### src/rtl/bba_ram.sv
// bba_ram: generic single-clock RAM, one write and one read port, registered read.
// Depends on nothing.

module bba_ram #(
   parameter int Width = 8,
   parameter int Depth = 16
) (
   input  logic                     clock,
   input  logic                     we,
   input  logic [$clog2(Depth)-1:0] waddr,
   input  logic [Width-1:0]         wdata,
   input  logic [$clog2(Depth)-1:0] raddr,
   output logic [Width-1:0]         rdata
);

   logic [Width-1:0] mem_ff [Depth];
   logic [Width-1:0] rdata_ff;

   // Write port and registered read
   always_ff @(posedge clock) begin
      if (we) begin
         mem_ff[waddr] <= wdata;
      end
      rdata_ff <= mem_ff[raddr];
   end

   assign rdata = rdata_ff;

endmodule

### config.mk
export PLATFORM = sky130hd
export DESIGN_NAME = bba_ram
export DESIGN_NICKNAME = d
export VERILOG_FILES = /design/src/rtl/bba_ram.sv
export SDC_FILE = /design/constraint.sdc
export NUM_CORES = 1
export LEC_CHECK = 0
export ABC_AREA = 0
export ABC_CLOCK_PERIOD_IN_PS = 4000
export BUFFER_PORTS_ARGS = -buffer_cell sky130_fd_sc_hd__buf_2
export CAP_MARGIN = 15
export CORE_ASPECT_RATIO = 1.1
export CORE_MARGIN = 4
export CORE_UTILIZATION = 46
export DETAILED_ROUTE_END_ITERATION = 7
export HOLD_SLACK_MARGIN = 0.08
export MAX_ROUTING_LAYER = met4
export SETUP_SLACK_MARGIN = 0.5
export SLEW_MARGIN = 20
export SYNTH_ARGS = -nofsm -noshare
export SYNTH_HDL_FRONTEND = slang
export SYNTH_SLANG_ARGS = --single-unit
### constraint.sdc
create_clock -name clock -period 4 [get_ports clock]
set_clock_uncertainty 0.05 [all_clocks]
set_input_delay 0.2 -clock clock [delete_from_list [all_inputs] [get_ports clock]]
set_output_delay 0.2 -clock clock [all_outputs]
set_load 0.01 [all_outputs]
After elaboration in Yosys (flattened, before gate mapping)
Memory sizes are Yosys's and may differ from the RTL's. A register that Yosys moved wholly into a read port is not among the register bits.
Cells that the tools add are included.

storage, ports and cells
  register bits after elaboration = 0
  memory bits (writable) = 128
  output and inout bits = 8
  memories = 1

memory list
  name    words  bits a word  rd ports  clocked after Yosys merged registers in  write ports  RTL line  source
  mem_ff  16     8            1         1                                        1            16        logic [Width-1:0] mem_ff [Depth];

cells by class
  multiplexer cells = 2

operators by type and width
  kind               count
  two-way mux 1 bit  2

Logic depth before layout (Yosys ltp)
  depth in word-level cells = 2
  depth in mapped cells = 5
  depth with buffers taken out = 3

Worst setup path after synthesis
No wires, ideal clock.

  path type = in2reg
  from = in waddr[2]
  to = mem mem_ff[0][0] (enable)
  arrival = 1.310 ns
  data required time = 3.567 ns
  slack = 2.257 ns
  stages on the path = 2
  buffers on the path = 0
  path through = or3b_2 nor3_1

RTL lines
  what                RTL line  source
  start: declaration  10        input logic [$clog2(Depth)-1:0] waddr,
  end: declaration    16

Straight into the memory's write port.

==> results.toml <==
[sta]
setup_viol_count_final = 0
final_min_period_over_clock_period = 0.384
grt_setup_unrepaired = "no"
timing.final.crit_period_ns = 1.53
final.hold.worst_slack_ns = 0.134
maxClockFrequency_ghz = 0.652
slew_violations = 0
final_hold_viol_count = 0
final_sum_of_negative_setup_slack_ns = 0
slew_headroom = 0.377
max_slew.worst_pin.slew_ns = 0.930

[hold_path]
min-delay-path-class = "input pin to flop"
worst_hold_path.num_cells = 1
holdCritStartpoint = "wdata[3]"

[routing]
detail_route.drc_violations = 0
detail_route.first_pass.iterations = 4
vias = 2294
postRouteAntennaNets = 0
wirelength_routed_um = 9590
drt_first_iter_violations = 150
wl_per_cell_um = 22.5
post_drt_via_cell_ratio = 5.38

[setup_path]
critical_path.startpoint_type = "input pin"
r2r_cells = 3
startpoint = "raddr[0]"
timing.critical_path.fanout_max = 32
critPathCaptureType = "flop"
crit_arrival_ns = 1.77
regToRegStartpoint = "mem_ff[4][0]"
worst-setup-path-type = "input pin to flop"
worst_path_required_time_ns = 4.23

[global_routing]
global_route.usage.total = 0.168
first_global_vias = 2428
number_of_antenna_violations_at_the_first_check_in_global_routing = 0
grt_pass1_wl_um = 14600
grt_start_max_net_pins = 33
globalRouteOverflowTotal = 0

[floorplanning]
initial_core_util = 0.472
number_of_core_rows = 40
die_area_um2 = 12900
io-pin-count = 26
die-width_um = 109
core_area_um2 = 10900
die_y_um = 119

[final_layout]
design.final.nets = 284
num_antenna_cells = 0
area_growth_syn_to_layout_pct = 18.1
final_area_um2 = 6080
layout-drive-gt1-share = 0.287

[clocking]
clkLatencyLatePin_ns = 0.41
cts_resized = 0
tritoncts = "built"
clockRootBuffer = "clkbuf_16"
clock_tree.htree_level_count = 4
cts_made_buffers = 17
postCtsSetupRepairBufs = 0
clkSlewWorstSetupHoldPaths_ns = 0.06
cts-hold-fix-buffers = 0
clock_path_buffers = 2
numClockSinks = 136

[synthesis]
synthDominantCellAreaShare = 0.747
synth.yosys.seq_area_share = 0.778
mappedNetlistNets = 247
post_synth_instance_area_um2 = 5150
synth.top_cells.by_area = "edfxtp_1 75%, mux4_2 7.9%, mux4_1 7.1%"
synth_cell_types = 19
synth.ff_latch_count = 136
yosysTopAreaCell = "edfxtp_1"
ys_warn_count = 0
netlist_instances = 229
per_instance_average_area_after_synthesis_um2 = 22.5

[place]
detailed_place_hpwl_um = 6010
post_dp_area_um2 = 5400
finalWeightedCongestion = 0.747
port_buffer_count = 25

[power_and_ir_drop]
power.static_leakage_nw = 2.04
report.power.total_w = 0.00349
max-vdd-ir-drop_uv = 309
power.density_nw_per_um2 = 574

[job]
max_cap_violations = 0

[run_status]
status = "complete, no violations"
==> flip-flops by register name, indices dropped and copies added (netlist names) <==
| name | cells |
|---|---|
| mem_ff | 128 |
| rdata | 8 |
==> cells in the final DEF, fill, tap and decap left out <==
master,count
a22oi_1,16
and2_1,1
and2b_1,1
buf_2,24
buf_4,4
bufinv_16,6
clkbuf_16,17
clkbuf_8,2
clkinv_2,4
clkinv_4,1
clkinvlp_4,2
dfxtp_1,8
edfxtp_1,128
mux4_1,14
mux4_2,18
nand2_1,9
nand2b_1,2
nand3_1,1
nand3b_1,2
nor2_1,13
nor2b_1,1
nor3_1,3
nor3_2,1
or3b_2,1
==> where the power goes <==
group	internal [W]	switching (W)	leakage, nW
Sequential	0.00159	0.00000976	1.22
Clock	0.00120	0.000548	0.329
Combinational	0.0000574	0.0000839	0.488
==> worst paths after layout <==
path | to | slack [ns]
worst max-delay path | rdata[0] | 2.47
worst min-delay path | mem_ff[0][3] | 0.13
worst max register to register | rdata[0] | 2.54
worst min register to register | rdata[7] | 0.62
==> through the flow <==
| stage | setup slack (ns) | cells | utilization |
|---|---|---|---|
| after global placement | 1.70 | 394 | 0.494 |
| after floorplan | 2.26 | 229 | - |
| after CTS | 2.10 | 426 | 0.557 |
| final | 2.47 | 426 | 0.557 |
| after detailed placement | 1.65 | 394 | 0.495 |
| after global routing | 2.38 | 426 | 0.557 |
==> cells in the mapped netlist, drive strengths merged <==
library cell	count
and2b	1
nand3b	2
edfxtp	128
nor2b	1
a22oi	16
buf	7
nand2	9
nand2b	2
nand3	1
and2	1
dfxtp	8
mux4	32
clkdlybuf4s25	3
or3b	1
nor2	13
nor3	4
==> final cells by class <==
| cell class | count | area, um^2 |
|---|---|---|
| Sequential cell | 136 | 4000 |
| Tap cell | 147 | 184 |
| Timing Repair Buffer | 28 | 150 |
| Multi-Input combinational cell | 83 | 1060 |
| Fill cell | 858 | 4830 |
| Clock inverter | 13 | 224 |
| Clock buffer | 19 | 453 |
==> metal layers <==
layer,GRT usage,part of all wire
met5,-,0
met3,0.0428,0.059
met1,0.217,0.40
met2,0.259,0.53
met4,0.0639,0.0076
==> worst max-delay path, stage by stage <==
cell and delay, ns:
buf_4 0.47, mux4_1 0.66, a22oi_1 0.30, nand2_1 0.10
==> logic make-up (layout without fill, tap and decap cells) <==
group / after synthesis / in the layout / share of synthesized area
AOI/OAI and AO/OA: 16 / 16 / 0.0233
buffers and inverters: 10 / 60 / 0.0168
DFF: 136 / 136 / 0.778
muxes: 32 / 32 / 0.150
and+or+nand+nor: 35 / 35 / 0.0318
Power figures use the tool's default switching activity.
