==> config.mk <==
export PLATFORM = sky130hd
export DESIGN_NAME = bba_seq
export DESIGN_NICKNAME = d
export VERILOG_FILES = /design/src/rtl/bba_pkg.sv /design/src/rtl/bba_seq.sv
export SDC_FILE = /design/constraint.sdc
export NUM_CORES = 1
export LEC_CHECK = 0
export ABC_AREA = 1
export CAP_MARGIN = 20
export CORE_AREA = 2 2 218 220
export DETAILED_ROUTE_END_ITERATION = 16
export DIE_AREA = 0 0 220 222
export DONT_BUFFER_PORTS = 1
export PLACE_DENSITY = 0.78
export SETUP_SLACK_MARGIN = 0.15
export SYNTH_ARGS = -nofsm -noshare
export SYNTH_HDL_FRONTEND = slang
export SYNTH_SLANG_ARGS = --single-unit
==> constraint.sdc <==
create_clock -name clock -period 11.8 [get_ports clock]
set_clock_uncertainty 0.2 [all_clocks]
set_input_delay 1.18 -clock clock [delete_from_list [all_inputs] [get_ports clock]]
set_output_delay 1.18 -clock clock [all_outputs]
set_load 0.01 [all_outputs]
==> src/rtl/bba_pkg.sv <==
// bba_pkg: constants, types and helpers shared by the buddy allocator files.
// Depends on nothing; bba_seq and the top level in rtl/ refer to it by scoped names.

package bba_pkg;

   // Pool geometry
   localparam int MaxOrder    = 10;
   localparam int HeaderBytes = 40;
   localparam int MinBlock    = 40;

   localparam int SlotW   = MaxOrder;                  // basic-block offset
   localparam int OrdW    = $clog2(MaxOrder + 2);      // order, also holds MaxOrder+1
   localparam int NodeW   = MaxOrder + 1;              // heap index of a tree node
   localparam int RowW    = 5;                         // bit position inside a map row
   localparam int RowBits = 1 << RowW;
   localparam int RowCnt  = (1 << NodeW) / RowBits;
   localparam int RowAw   = NodeW - RowW;
   localparam int CntW    = MaxOrder + 1;              // free-node count per order
   localparam int GmW     = OrdW + 1;                  // grant mark and order
   localparam int BsW     = 16;
   localparam int ReqW    = 24;
   localparam int LenW    = ReqW + 1;
   localparam int BshW    = BsW + MaxOrder + 1;

   // Register indexes
   localparam logic [1:0] CSR_BLOCK_SIZE = 2'd0;
   localparam logic [1:0] CSR_POOL_ORDER = 2'd1;

   typedef enum logic [1:0] {
      ST_OK        = 2'd0,
      ST_TOO_LARGE = 2'd1,
      ST_NO_BLOCK  = 2'd2,
      ST_BAD_FREE  = 2'd3
   } status_type;

   typedef enum logic [3:0] {
      S_CLEAR,
      S_IDLE,
      S_SIZE,
      S_FIND,
      S_ROW_SEL,
      S_ROW_PICK,
      S_SET_RD,
      S_SET_WR,
      S_GRANT_WR,
      S_GRD_RD,
      S_GRD_CHK,
      S_MRG_TEST,
      S_BUD_CHK,
      S_DONE
   } state_type;

   // Effective configuration handed to the sequencer
   typedef struct packed {
      logic [BsW-1:0]  block_size;   // already raised to the minimum
      logic [OrdW-1:0] pool;         // already limited to MaxOrder
      logic            init;         // pool reinitialisation request
   } cfg_type;

   // Free-map memory port
   typedef struct packed {
      logic               we;
      logic [RowAw-1:0]   waddr;
      logic [RowBits-1:0] wdata;
      logic [RowAw-1:0]   raddr;
   } fm_port_type;

   // Grant memory port
   typedef struct packed {
      logic             we;
      logic [SlotW-1:0] waddr;
      logic [GmW-1:0]   wdata;
      logic [SlotW-1:0] raddr;
   } gm_port_type;

   // Heap index of the node of order k at offset off: 2^(MaxOrder-k) + off/2^k
   function automatic logic [NodeW-1:0] heap_idx(input logic [OrdW-1:0] k,
                                                 input logic [SlotW-1:0] off);
      heap_idx = (NodeW'(1) << (OrdW'(MaxOrder) - k)) + NodeW'(off >> k);
   endfunction

endpackage

==> src/rtl/bba_seq.sv <==
// bba_seq: request sequencer of the buddy allocator; walks the free map and grant
// memory one row access at a time. Depends on bba_pkg.

module bba_seq (
   input  logic                         clock,
   input  logic                         reset,
   input  bba_pkg::cfg_type             cfg,
   input  logic                         req_valid,
   output logic                         req_ready,
   input  logic                         req_kind,
   input  logic [bba_pkg::ReqW-1:0]     req_request_bytes,
   input  logic [bba_pkg::SlotW-1:0]    req_free_offset,
   output logic                         rsp_valid,
   input  logic                         rsp_ready,
   output logic [1:0]                   rsp_status,
   output logic [bba_pkg::SlotW-1:0]    rsp_block_offset,
   output logic [bba_pkg::OrdW-1:0]     rsp_block_order,
   output bba_pkg::fm_port_type         fm,
   input  logic [bba_pkg::RowBits-1:0]  fm_rdata,
   output bba_pkg::gm_port_type         gm,
   input  logic [bba_pkg::GmW-1:0]      gm_rdata
);

   bba_pkg::state_type state_ff, state_in;

   logic [bba_pkg::LenW-1:0]  len_ff, len_in;
   logic [bba_pkg::BshW-1:0]  bsh_ff, bsh_in;
   logic [bba_pkg::OrdW-1:0]  o_ff, o_in;
   logic [bba_pkg::OrdW-1:0]  k_ff, k_in;
   logic [bba_pkg::OrdW-1:0]  go_ff, go_in;
   logic [bba_pkg::SlotW-1:0] off_ff, off_in;
   logic [bba_pkg::SlotW-1:0] req_off_ff, req_off_in;
   logic [bba_pkg::NodeW-1:0] h_ff, h_in;
   logic [bba_pkg::RowAw-1:0] row_ff, row_in;
   logic                      split_ff, split_in;
   logic [bba_pkg::SlotW-1:0] clr_ff, clr_in;

   bba_pkg::status_type       res_st_ff, res_st_in;
   logic [bba_pkg::SlotW-1:0] res_off_ff, res_off_in;
   logic [bba_pkg::OrdW-1:0]  res_ord_ff, res_ord_in;

   logic                      rsp_valid_ff, rsp_valid_in;
   bba_pkg::status_type       rsp_st_ff, rsp_st_in;
   logic [bba_pkg::SlotW-1:0] rsp_off_ff, rsp_off_in;
   logic [bba_pkg::OrdW-1:0]  rsp_ord_ff, rsp_ord_in;

   logic [bba_pkg::CntW-1:0]  cnt_ff [bba_pkg::MaxOrder+1];
   logic [bba_pkg::CntW-1:0]  cnt_in [bba_pkg::MaxOrder+1];
   logic [bba_pkg::RowCnt-1:0] row_nz_ff, row_nz_in;

   // Search and address helpers
   logic                        find_ok;
   logic [bba_pkg::OrdW-1:0]    find_k;
   logic [bba_pkg::NodeW-1:0]   lo_h;
   logic [bba_pkg::NodeW:0]     hi_h;
   logic [bba_pkg::RowAw-1:0]   lo_row, hi_row, first_row;
   logic [bba_pkg::RowW-1:0]    pick_b;
   logic [bba_pkg::NodeW-1:0]   pick_h, hb;
   logic [bba_pkg::SlotW-1:0]   pick_off;
   logic [bba_pkg::NodeW-1:0]   split_h_pick, split_h_set, bud_h, own_h, root_h;
   logic                        bud_free, grd_bad, clr_last;
   logic [bba_pkg::RowBits-1:0] h_mask;

   // Lowest order at or above the fitting order that still has a free node
   always_comb begin
      find_ok = 1'b0;
      find_k  = '0;
      for (int i = bba_pkg::MaxOrder; i >= 0; i--) begin
         if (bba_pkg::OrdW'(i) >= o_ff && bba_pkg::OrdW'(i) <= cfg.pool
             && cnt_ff[i] != '0) begin
            find_ok = 1'b1;
            find_k  = bba_pkg::OrdW'(i);
         end
      end
   end

   // Rows holding order k_ff and the first of them with a free node
   always_comb begin
      lo_h      = bba_pkg::NodeW'(1) << (bba_pkg::OrdW'(bba_pkg::MaxOrder) - k_ff);
      hi_h      = ({1'b0, lo_h} << 1) - (bba_pkg::NodeW+1)'(1);
      lo_row    = lo_h[bba_pkg::NodeW-1:bba_pkg::RowW];
      hi_row    = hi_h[bba_pkg::NodeW-1:bba_pkg::RowW];
      first_row = lo_row;
      for (int r = bba_pkg::RowCnt - 1; r >= 0; r--) begin
         if (row_nz_ff[r] && bba_pkg::RowAw'(r) >= lo_row
             && bba_pkg::RowAw'(r) <= hi_row) begin
            first_row = bba_pkg::RowAw'(r);
         end
      end
   end

   // Lowest free node of order k_ff inside the row just read
   always_comb begin
      pick_b = '0;
      hb     = '0;
      for (int b = bba_pkg::RowBits - 1; b >= 0; b--) begin
         hb = {row_ff, bba_pkg::RowW'(b)};
         if (fm_rdata[b] && hb >= lo_h && {1'b0, hb} <= hi_h) begin
            pick_b = bba_pkg::RowW'(b);
         end
      end
      pick_h       = {row_ff, pick_b};
      pick_off     = bba_pkg::SlotW'((pick_h - lo_h) << k_ff);
      split_h_pick = bba_pkg::heap_idx(k_ff - bba_pkg::OrdW'(1),
                        pick_off | (bba_pkg::SlotW'(1) << (k_ff - bba_pkg::OrdW'(1))));
      split_h_set  = bba_pkg::heap_idx(k_ff - bba_pkg::OrdW'(1),
                        off_ff | (bba_pkg::SlotW'(1) << (k_ff - bba_pkg::OrdW'(1))));
      bud_h        = bba_pkg::heap_idx(k_ff, off_ff ^ (bba_pkg::SlotW'(1) << k_ff));
      own_h        = bba_pkg::heap_idx(k_ff, off_ff);
      root_h       = bba_pkg::NodeW'(1) << (bba_pkg::OrdW'(bba_pkg::MaxOrder) - cfg.pool);
      h_mask       = bba_pkg::RowBits'(1) << h_ff[bba_pkg::RowW-1:0];
      bud_free     = fm_rdata[h_ff[bba_pkg::RowW-1:0]];
      grd_bad      = !gm_rdata[bba_pkg::OrdW] || gm_rdata[bba_pkg::OrdW-1:0] > cfg.pool;
      clr_last     = (clr_ff == {bba_pkg::SlotW{1'b1}});
   end

   // Next state
   always_comb begin
      state_in = state_ff;
      case (state_ff)
         bba_pkg::S_CLEAR: begin
            if (clr_last) state_in = bba_pkg::S_IDLE;
         end
         bba_pkg::S_IDLE: begin
            if (req_valid) begin
               if (!req_kind) begin
                  state_in = bba_pkg::S_SIZE;
               end else if (({1'b0, req_free_offset} >> cfg.pool) != '0) begin
                  state_in = bba_pkg::S_DONE;
               end else begin
                  state_in = bba_pkg::S_GRD_RD;
               end
            end
         end
         bba_pkg::S_SIZE: begin
            if (o_ff > cfg.pool) begin
               state_in = bba_pkg::S_DONE;
            end else if (bsh_ff >= bba_pkg::BshW'(len_ff)) begin
               state_in = bba_pkg::S_FIND;
            end
         end
         bba_pkg::S_FIND:     state_in = find_ok ? bba_pkg::S_ROW_SEL : bba_pkg::S_DONE;
         bba_pkg::S_ROW_SEL:  state_in = bba_pkg::S_ROW_PICK;
         bba_pkg::S_ROW_PICK: begin
            state_in = (k_ff > o_ff) ? bba_pkg::S_SET_RD : bba_pkg::S_GRANT_WR;
         end
         bba_pkg::S_SET_RD:   state_in = bba_pkg::S_SET_WR;
         bba_pkg::S_SET_WR: begin
            if (!split_ff) begin
               state_in = bba_pkg::S_DONE;
            end else if (k_ff > o_ff) begin
               state_in = bba_pkg::S_SET_RD;
            end else begin
               state_in = bba_pkg::S_GRANT_WR;
            end
         end
         bba_pkg::S_GRANT_WR: state_in = bba_pkg::S_DONE;
         bba_pkg::S_GRD_RD:   state_in = bba_pkg::S_GRD_CHK;
         bba_pkg::S_GRD_CHK:  state_in = grd_bad ? bba_pkg::S_DONE : bba_pkg::S_MRG_TEST;
         bba_pkg::S_MRG_TEST: begin
            state_in = (k_ff < cfg.pool) ? bba_pkg::S_BUD_CHK : bba_pkg::S_SET_RD;
         end
         bba_pkg::S_BUD_CHK:  state_in = bud_free ? bba_pkg::S_MRG_TEST : bba_pkg::S_SET_RD;
         bba_pkg::S_DONE: begin
            if (!rsp_valid_ff || rsp_ready) state_in = bba_pkg::S_IDLE;
         end
         default:             state_in = bba_pkg::S_CLEAR;
      endcase
      if (cfg.init) state_in = bba_pkg::S_CLEAR;
   end

   // Memory ports and request handshake
   always_comb begin
      fm        = '0;
      gm        = '0;
      req_ready = (state_ff == bba_pkg::S_IDLE);
      case (state_ff)
         bba_pkg::S_CLEAR: begin
            gm.we    = 1'b1;
            gm.waddr = clr_ff;
            gm.wdata = '0;
            fm.we    = (clr_ff >> bba_pkg::RowAw) == '0;
            fm.waddr = clr_ff[bba_pkg::RowAw-1:0];
            fm.wdata = (clr_ff[bba_pkg::RowAw-1:0] == root_h[bba_pkg::NodeW-1:bba_pkg::RowW])
                       ? (bba_pkg::RowBits'(1) << root_h[bba_pkg::RowW-1:0]) : '0;
         end
         bba_pkg::S_ROW_SEL: fm.raddr = first_row;
         bba_pkg::S_ROW_PICK: begin
            fm.we    = 1'b1;
            fm.waddr = row_ff;
            fm.wdata = fm_rdata & ~(bba_pkg::RowBits'(1) << pick_b);
         end
         bba_pkg::S_SET_RD: fm.raddr = h_ff[bba_pkg::NodeW-1:bba_pkg::RowW];
         bba_pkg::S_SET_WR: begin
            fm.we    = 1'b1;
            fm.waddr = h_ff[bba_pkg::NodeW-1:bba_pkg::RowW];
            fm.wdata = fm_rdata | h_mask;
         end
         bba_pkg::S_GRANT_WR: begin
            gm.we    = 1'b1;
            gm.waddr = off_ff;
            gm.wdata = {1'b1, o_ff};
         end
         bba_pkg::S_GRD_RD: gm.raddr = req_off_ff;
         bba_pkg::S_GRD_CHK: begin
            gm.we    = !grd_bad;
            gm.waddr = req_off_ff;
            gm.wdata = {1'b0, gm_rdata[bba_pkg::OrdW-1:0]};
         end
         bba_pkg::S_MRG_TEST: fm.raddr = bud_h[bba_pkg::NodeW-1:bba_pkg::RowW];
         bba_pkg::S_BUD_CHK: begin
            fm.we    = bud_free;
            fm.waddr = h_ff[bba_pkg::NodeW-1:bba_pkg::RowW];
            fm.wdata = fm_rdata & ~h_mask;
         end
         default: ;
      endcase
   end

   // Datapath next values
   always_comb begin
      len_in     = len_ff;
      bsh_in     = bsh_ff;
      o_in       = o_ff;
      k_in       = k_ff;
      go_in      = go_ff;
      off_in     = off_ff;
      req_off_in = req_off_ff;
      h_in       = h_ff;
      row_in     = row_ff;
      split_in   = split_ff;
      clr_in     = clr_ff;
      res_st_in  = res_st_ff;
      res_off_in = res_off_ff;
      res_ord_in = res_ord_ff;
      cnt_in     = cnt_ff;
      row_nz_in  = row_nz_ff;

      // Row summary follows every map write outside the clearing pass
      if (fm.we && state_ff != bba_pkg::S_CLEAR) begin
         row_nz_in[fm.waddr] = |fm.wdata;
      end

      case (state_ff)
         bba_pkg::S_CLEAR: begin
            clr_in = clr_ff + bba_pkg::SlotW'(1);
            if (clr_ff == '0) begin
               for (int i = 0; i <= bba_pkg::MaxOrder; i++) begin
                  cnt_in[i] = (bba_pkg::OrdW'(i) == cfg.pool) ? bba_pkg::CntW'(1) : '0;
               end
               for (int r = 0; r < bba_pkg::RowCnt; r++) begin
                  row_nz_in[r] = (bba_pkg::RowAw'(r) ==
                                  root_h[bba_pkg::NodeW-1:bba_pkg::RowW]);
               end
            end
         end
         bba_pkg::S_IDLE: begin
            len_in     = bba_pkg::LenW'(req_request_bytes) + bba_pkg::LenW'(bba_pkg::HeaderBytes);
            bsh_in     = bba_pkg::BshW'(cfg.block_size);
            o_in       = '0;
            req_off_in = req_free_offset;
            res_st_in  = bba_pkg::ST_BAD_FREE;
            res_off_in = req_free_offset;
            res_ord_in = '0;
         end
         bba_pkg::S_SIZE: begin
            if (o_ff > cfg.pool) begin
               res_st_in  = bba_pkg::ST_TOO_LARGE;
               res_off_in = '0;
            end else if (bsh_ff < bba_pkg::BshW'(len_ff)) begin
               o_in   = o_ff + bba_pkg::OrdW'(1);
               bsh_in = bsh_ff << 1;
            end
         end
         bba_pkg::S_FIND: begin
            k_in       = find_k;
            res_st_in  = bba_pkg::ST_NO_BLOCK;
            res_off_in = '0;
         end
         bba_pkg::S_ROW_SEL: row_in = first_row;
         bba_pkg::S_ROW_PICK: begin
            cnt_in[k_ff] = cnt_ff[k_ff] - bba_pkg::CntW'(1);
            off_in       = pick_off;
            split_in     = 1'b1;
            if (k_ff > o_ff) begin
               k_in = k_ff - bba_pkg::OrdW'(1);
               h_in = split_h_pick;
            end
         end
         bba_pkg::S_SET_WR: begin
            cnt_in[k_ff] = cnt_ff[k_ff] + bba_pkg::CntW'(1);
            if (!split_ff) begin
               res_st_in  = bba_pkg::ST_OK;
               res_off_in = req_off_ff;
               res_ord_in = go_ff;
            end else if (k_ff > o_ff) begin
               k_in = k_ff - bba_pkg::OrdW'(1);
               h_in = split_h_set;
            end
         end
         bba_pkg::S_GRANT_WR: begin
            res_st_in  = bba_pkg::ST_OK;
            res_off_in = off_ff;
            res_ord_in = o_ff;
         end
         bba_pkg::S_GRD_CHK: begin
            k_in     = gm_rdata[bba_pkg::OrdW-1:0];
            go_in    = gm_rdata[bba_pkg::OrdW-1:0];
            off_in   = req_off_ff;
            split_in = 1'b0;
         end
         bba_pkg::S_MRG_TEST: begin
            h_in = (k_ff < cfg.pool) ? bud_h : own_h;
         end
         bba_pkg::S_BUD_CHK: begin
            if (bud_free) begin
               cnt_in[k_ff] = cnt_ff[k_ff] - bba_pkg::CntW'(1);
               off_in       = off_ff & ~(bba_pkg::SlotW'(1) << k_ff);
               k_in         = k_ff + bba_pkg::OrdW'(1);
            end else begin
               h_in = own_h;
            end
         end
         default: ;
      endcase
      if (cfg.init) clr_in = '0;
   end

   // Result register: takes a new result as soon as the previous one has gone
   always_comb begin
      rsp_valid_in = rsp_valid_ff;
      rsp_st_in    = rsp_st_ff;
      rsp_off_in   = rsp_off_ff;
      rsp_ord_in   = rsp_ord_ff;
      if (rsp_ready) rsp_valid_in = 1'b0;
      if (state_ff == bba_pkg::S_DONE && (!rsp_valid_ff || rsp_ready)) begin
         rsp_valid_in = 1'b1;
         rsp_st_in    = res_st_ff;
         rsp_off_in   = res_off_ff;
         rsp_ord_in   = res_ord_ff;
      end
   end

   // Control state
   always_ff @(posedge clock) begin
      if (reset) begin
         state_ff     <= bba_pkg::S_CLEAR;
         clr_ff       <= '0;
         rsp_valid_ff <= 1'b0;
         split_ff     <= 1'b0;
         row_nz_ff    <= '0;
         for (int i = 0; i <= bba_pkg::MaxOrder; i++) begin
            cnt_ff[i] <= '0;
         end
      end else begin
         state_ff     <= state_in;
         clr_ff       <= clr_in;
         rsp_valid_ff <= rsp_valid_in;
         split_ff     <= split_in;
         row_nz_ff    <= row_nz_in;
         cnt_ff       <= cnt_in;
      end
   end

   // Payload registers
   always_ff @(posedge clock) begin
      len_ff     <= len_in;
      bsh_ff     <= bsh_in;
      o_ff       <= o_in;
      k_ff       <= k_in;
      go_ff      <= go_in;
      off_ff     <= off_in;
      req_off_ff <= req_off_in;
      h_ff       <= h_in;
      row_ff     <= row_in;
      res_st_ff  <= res_st_in;
      res_off_ff <= res_off_in;
      res_ord_ff <= res_ord_in;
      rsp_st_ff  <= rsp_st_in;
      rsp_off_ff <= rsp_off_in;
      rsp_ord_ff <= rsp_ord_in;
   end

   assign rsp_valid        = rsp_valid_ff;
   assign rsp_status       = rsp_st_ff;
   assign rsp_block_offset = rsp_off_ff;
   assign rsp_block_order  = rsp_ord_ff;

endmodule

Word level (Yosys, flattened, before mapping)

Cells that the tools add are included.

Memories kept: 0
Memory bits (writable): 0
Output and inout bits: 89
Bits in registers: 334
Bits in latches: 0
Input port bits: 97
Memory bits (read-only): 0
Logic and storage cells: 854

Multipliers: 0
Reductions and logical operators: 260
Multiplexer cells: 195
$add $sub $neg: 16
Shift-type cells: 14
Div/mod/pow operators: 0
Bitwise gates (word level): 11
Order comparisons: 225
Equality and inequality tests: 102

Operators by type and width:

| kind                                                              | number |
|---|---|
| one-hot mux 121 bit (4 select lines)                              | 1 |
| less-or-equal comparator 11 x 12 -> 1 bit                         | 32 |
| two-way mux 6 bit                                                 | 64 |
| greater-or-equal comparator 11 bit                                | 32 |
| bitwise mux 121 bit                                               | 2 |
| two-way mux 121 bit                                               | 2 |
| logical AND 1 bit                                                 | 218 |
| equality test 6 bit (first input constant)                        | 32 |
| greater-or-equal comparator 6 bit (first input constant)          | 32 |
| less-or-equal comparator 6 bit (first input constant)             | 32 |
| two-way mux 64 bit                                                | 3 |
| two-way mux 5 bit                                                 | 32 |
| one-hot mux 39 bit (4 select lines)                               | 1 |
| nonzero test 11 bit                                               | 12 |
| two-way mux 4 bit                                                 | 28 |
| equality test 5 x 6 -> 1 bit (first input constant)               | 16 |
| greater-or-equal comparator 5 x 6 -> 1 bit (first input constant) | 16 |
| less-or-equal comparator 5 x 6 -> 1 bit (first input constant)    | 16 |
| left shift 1 x 5 -> 32 bit (first input constant)                 | 3 |
| two-way mux 11 bit                                                | 8 |
| bitwise AND 32 bit                                                | 2 |
| bitwise mux 64 bit                                                | 1 |
| NOT 32 bit                                                        | 2 |
| one-hot mux 4 bit (14 select lines)                               | 1 |
| 97 further kinds                                                  | 235 |

Logic depth before layout (Yosys ltp)

Word-level depth: 70
Depth in mapped cells: 97

Worst setup path before layout

Ideal clock, no wire load.

Kind: reg-to-reg
Start: reg k_ff[0] in the netlist's numbering
End: reg h_ff[10] in the netlist's numbering, data pin
Arrival: 10.477 ns
Path buffers: 7
Period minus slack after synthesis: 10.954 ns
Stages on the path, launching flop included: 95
Data required time: 11.323 ns
Slack: 0.846 ns
Path through: edfxtp_1 > inv_1 > clkbuf_1 > clkbuf_1 > clkbuf_1 > clkbuf_1 > clkbuf_1 > buf_1 > ha_1 > nand2_1 > inv_1 > nand2_2 > ha_1 > clkbuf_1 > nand2_1 > o21ai_0 > nand2_1 > inv_1 > [59 not listed] > ha_1 > fa_1 > inv_1 > o31ai_1 > inv_1 > nor2_1 > nor2_1 > nor2_1 > nor2_1 > nor2_1 > nor2_1 > nor2_1 > o21ai_0 > nand2_1 > a21oi_1 > xnor2_1 > nand2_1 > o211ai_1

Longest elaborated chain between the ends: 44
Elaborated cells on any way between the ends: 188
Those cells by class: 9 x add/sub; 65 x order compare; 9 x shift; 38 x mux; 3 x bitwise; 64 x reduce/logical

Ends and longest elaborated chain:

| what                                                                              | line                         | RTL |
|---|---|---|
| from (decl)                                                                       | bba_seq.sv:29                | `logic [bba_pkg::OrdW-1:0] k_ff, k_in;` |
| from (signal assigned)                                                            | bba_seq.sv:370               | `k_ff <= k_in;` |
| subtractor 4 bit                                                                  | bba_pkg.sv:79, bba_seq.sv:79 |  |
| left shift 1 x 4 -> 11 bit                                                        | bba_pkg.sv:79, bba_seq.sv:79 |  |
| subtractor 12 x 1 -> 12 bit or greater-or-equal comparator 11 bit (tied branches) | bba_seq.sv:80, bba_seq.sv:98 |  |
| less-or-equal comparator 11 x 12 -> 1 bit or logical AND 1 bit (tied branches)    | bba_seq.sv:98                | `if (fm_rdata[b] && hb >= lo_h && {1'b0, hb} <= hi_h) begin` |
| logical AND 1 bit                                                                 | bba_seq.sv:98                |  |
| two-way mux 5 bit (32 in series)                                                  | bba_seq.sv:98                |  |
| subtractor 11 bit                                                                 | bba_seq.sv:103               | `pick_off = bba_pkg::SlotW'((pick_h - lo_h) << k_ff);` |
| left shift 11 x 4 -> 10 bit                                                       | bba_seq.sv:103               |  |
| bitwise OR 10 bit                                                                 | bba_seq.sv:105               | `pick_off \| (bba_pkg::SlotW'(1) << (k_ff - bba_pkg::OrdW'(1))));` |
| >> shifter 10 x 4 -> 11 bit                                                       | bba_pkg.sv:79                | `heap_idx = (NodeW'(1) << (OrdW'(MaxOrder) - k)) + NodeW'(off >> k);` |
| adder 11 bit                                                                      | bba_pkg.sv:79                |  |
| two-way mux 11 bit                                                                | bba_seq.sv:285               | `if (k_ff > o_ff) begin` |
| one-hot mux 11 bit (4 select lines) *                                             | bba_seq.sv:244               | `case (state_ff)` |
| via h_in, one bit                                                                 | bba_seq.sv:33                | `logic [bba_pkg::NodeW-1:0] h_ff, h_in;` |
| to (signal assigned)                                                              | bba_seq.sv:374               | `h_ff <= h_in;` |
| to (decl)                                                                         | bba_seq.sv:33                |  |

The timed path passes the listed nets; every way through them passes the cells marked *. The select of a mux whose other input is x is not followed.
A chain may end at the register's enable or synchronous reset.

Final worst setup path

Same ends and word-level chain as after synthesis.

==> run_results.csv <==
group,metric,value,unit
run_status,status,"finished clean",
yosys,yosysMostFrequentCell,"nand2_1",
worst_setup_path,crit_path_start_kind,"register",
route,routed_wl,103000,um
sta,fin_tns_setup,0,ns
finish,fillers,4439,
clock_tree,clockBufferDepth,3,
route,drtAntennaViolNets,0,
worst_setup_path,cp_slowest_stage_delay,0.48,ns
yosys,synth_nets,4451,
global_route,grt_overflow,0,
global_route,grt.total_usage,40.7,%
sta,max_slew_margin,25.1,%
yosys,yosysWarningCount,0,
clock_tree,cts.clk_slew.worst_paths,0.06,ns
finish,final_util,63.6,%
yosys,async_reset_ff_share,0,%
worst_setup_path,path_common_cell,"nand2_1",
sta,worst-slew-pin-transition,1.12,ns
clock_tree,root_buffer,"clkbuf_16",
place,dp_slack,0.804,ns
clock_tree,htreeDepth,2,
place,placed_cells,4652,
worst_setup_path,crit_fanout,24,
yosys,yosys-top-cells-count,"653 x nand2_1, 637 x o21ai_0, 598 x inv_1, 431 x nor2_1, 351 x a21oi_1",
worst_setup_path,endpoint_kind,"register",
sta,min_period,10.54,ns
route,routedWlPerCell,21.6,um
place,place_congestion,1.05,
global_route,grt_pass1_vias,27300,
yosys,synth.distinct_cells,71,
floorplanning,io_pins,186,
worst_setup_path,crit_slowest_cell,"edfxtp_1",
sta,finalHoldViolations,0,
global_route,grt_pass1_wl,156000,um
finish,diodes,0,
sta,finalCritPeriodShare,89.3,%
floorplanning,core,46300,sq um
finish,final_nets,4320,
place,io_buffers,0,
yosys,synth_top_area_share,14.5,%
floorplanning,die_w,220,um
finish,multi_input_area,16500,sq um
sta,clock.fmax,94.9,MHz
route,first_pass_iters,6,
floorplanning,dieHeight,222,um
finish,final_layout_size_suffix_gt1_share,4.70,%
clock_tree,cts_tree,"yes",
sta,setup_ws,1.26,ns
clock_tree,cts_buffers,39,
clock_tree,cts_sinks,334,
yosys,syn_area,27700,sq um
global_route,grt_max_degree,114,
yosys,synthCells,4232,
power_and_ir_drop,max-vdd-ir-drop,0.113,mV
sta,hold-worst-slack,0.218,ns
yosys,yosysSeqAreaShare,28.9,%
flow_run,max_cap_violations,0,
yosys,yosys.area.top_type,"dfxtp_1",
sta,setup_viol,0,
yosys,synth.area.top_cells,"dfxtp_1 15%, edfxtp_1 14%, o21ai_0 12%, nand2_1 8.8%, inv_1 8.1%",
sta,grt_setup_unrepaired,"no",
place,post-dp-hpwl,74400,um
worst_setup_path,arrival,10.62,ns
floorplanning,start_util,59.9,%
power_and_ir_drop,p_leak,12.7,nW
floorplanning,die_area,48800,sq um
finish,regArea,8020,sq um
global_route,antenna_found_initial,0,
power_and_ir_drop,p_per_area,117,nW/um^2
sta,slew_violations,0,
yosys,synthFlopType,"dfxtp_1",
finish,areaGrowthSynthToFinish,6.22,%
yosys,ys_ff_latch,334,
yosys,synth.avg_cell_area,6.54,sq um
worst_hold_path,hold_path_class,"register to register",
clock_tree,clock_latency,0.58,ns
floorplanning,rows,79,
yosys,synth_edf_count,133,
route,via_per_inst,6.40,
worst_setup_path,crit_type,"register to register",
route,route.detailed.drc,0,
finish,final_cells,4737,
route,via_count,30300,
worst_setup_path,critical_path_required,11.88,ns
route,drt_iter0_markers,4027,
[routing by layer]
layer	GRT usage (%)	up-vias	part of all wire, %
met1	51.5	13700	38
met2	63.2	1890	44
met3	7.93	441	11
met5	0	-	0
met4	26.0	0	7.3
li1	-	14300	-
[power breakdown]
part           switching [W]  internal, W  total [W]  leakage, nW
Clock               0.000518     0.000767    0.00129        0.649
Sequential         0.0000713      0.00131    0.00138         2.84
Combinational       0.000568     0.000220   0.000788         9.21
Total                0.00116      0.00230    0.00346         12.7
[sequential cells by signal, indices dropped and copies added (netlist names), 2 cells and up]
signal,flops
row_ff,6
res_st_ff,2
rsp_block_order,4
o_ff,4
req_off_ff,10
row_nz_ff,64
off_ff,10
len_ff,25
rsp_block_offset,10
k_ff,4
clr_ff,10
h_ff,11
go_ff,4
bsh_ff,27
res_ord_ff,4
cnt_ff,121
res_off_ff,10
rsp_status,2
state_ff,4
[layout by cell type, fill, tap and decap left out, types with 16 or more instances in the layout]
master and n:
a211oi_1 23, a21oi_1 350, a221oi_1 102, a31oi_1 17, buf_4 51, clkbuf_16 39, clkinv_1 18, dfxtp_1 201
edfxtp_1 133, ha_1 116, inv_1 594, inv_2 16, nand2_1 650, nand3_1 189, nand4_1 48, nor2_1 426
nor3_1 74, nor4_1 46, o211ai_1 53, o21ai_0 636, o21ai_1 28, o221ai_1 19, o22ai_1 21, xnor2_1 16
xor2_1 50
[critical path, delay by kind of cell (launching register included)]
kind            cells  cell delay (ns)
flops               1             0.48
compound gates     21             3.42
xor+xnor            2             0.30
buf+inv             7             0.83
fa+ha+maj           6             2.01
simple gates       41             2.97
[what timing repair did]
action | in CTS | in global routing
buffers inserted | 0 | 11
hold buffers | 0 | 0
setup endpoints to repair | 0 | 6
gates resized for setup | 0 | 23
[kinds of logic after synthesis]
kind of cell / share of synthesized area (%)
mux: 0.108
fa+ha+maj: 5.62
xor+xnor: 2.15
flops: 28.9
simple gates: 22.9
buf+inv: 11.8
compound gates: 28.5
[cell type report]
class	instances	share of cell area, %
clock inverter	20	0.919
tap	607	2.58
clock buffer	50	3.59
multi-input combinational	3044	56.2
sequential	334	27.3
timing repair buffer	55	1.45
inverter	627	8.02
[stage by stage]
stage / total power [W] / area, sq um
after floorplan: 0.00194 / 27700
after global placement: 0.00215 / 27900
after detailed placement: 0.00216 / 27900
after CTS: 0.00343 / 29200
after global routing: 0.00359 / 29400
final: 0.00346 / 29400
[worst paths after layout]
path	from	end	slack [ns]	depth (start not counted)
hold / removal	res_off_ff[6]$_DFFE_PP_	rsp_block_offset[6]$_DFFE_PP_	0.22	0
hold reg to reg	res_off_ff[6]$_DFFE_PP_	rsp_block_offset[6]$_DFFE_PP_	0.22	0
setup / recovery	k_ff[0]$_DFFE_PP_	h_ff[10]$_DFFE_PP_	1.26	77
setup reg to reg	k_ff[0]$_DFFE_PP_	h_ff[10]$_DFFE_PP_	1.26	77
No activity file was read; power rests on OpenSTA's default activity.
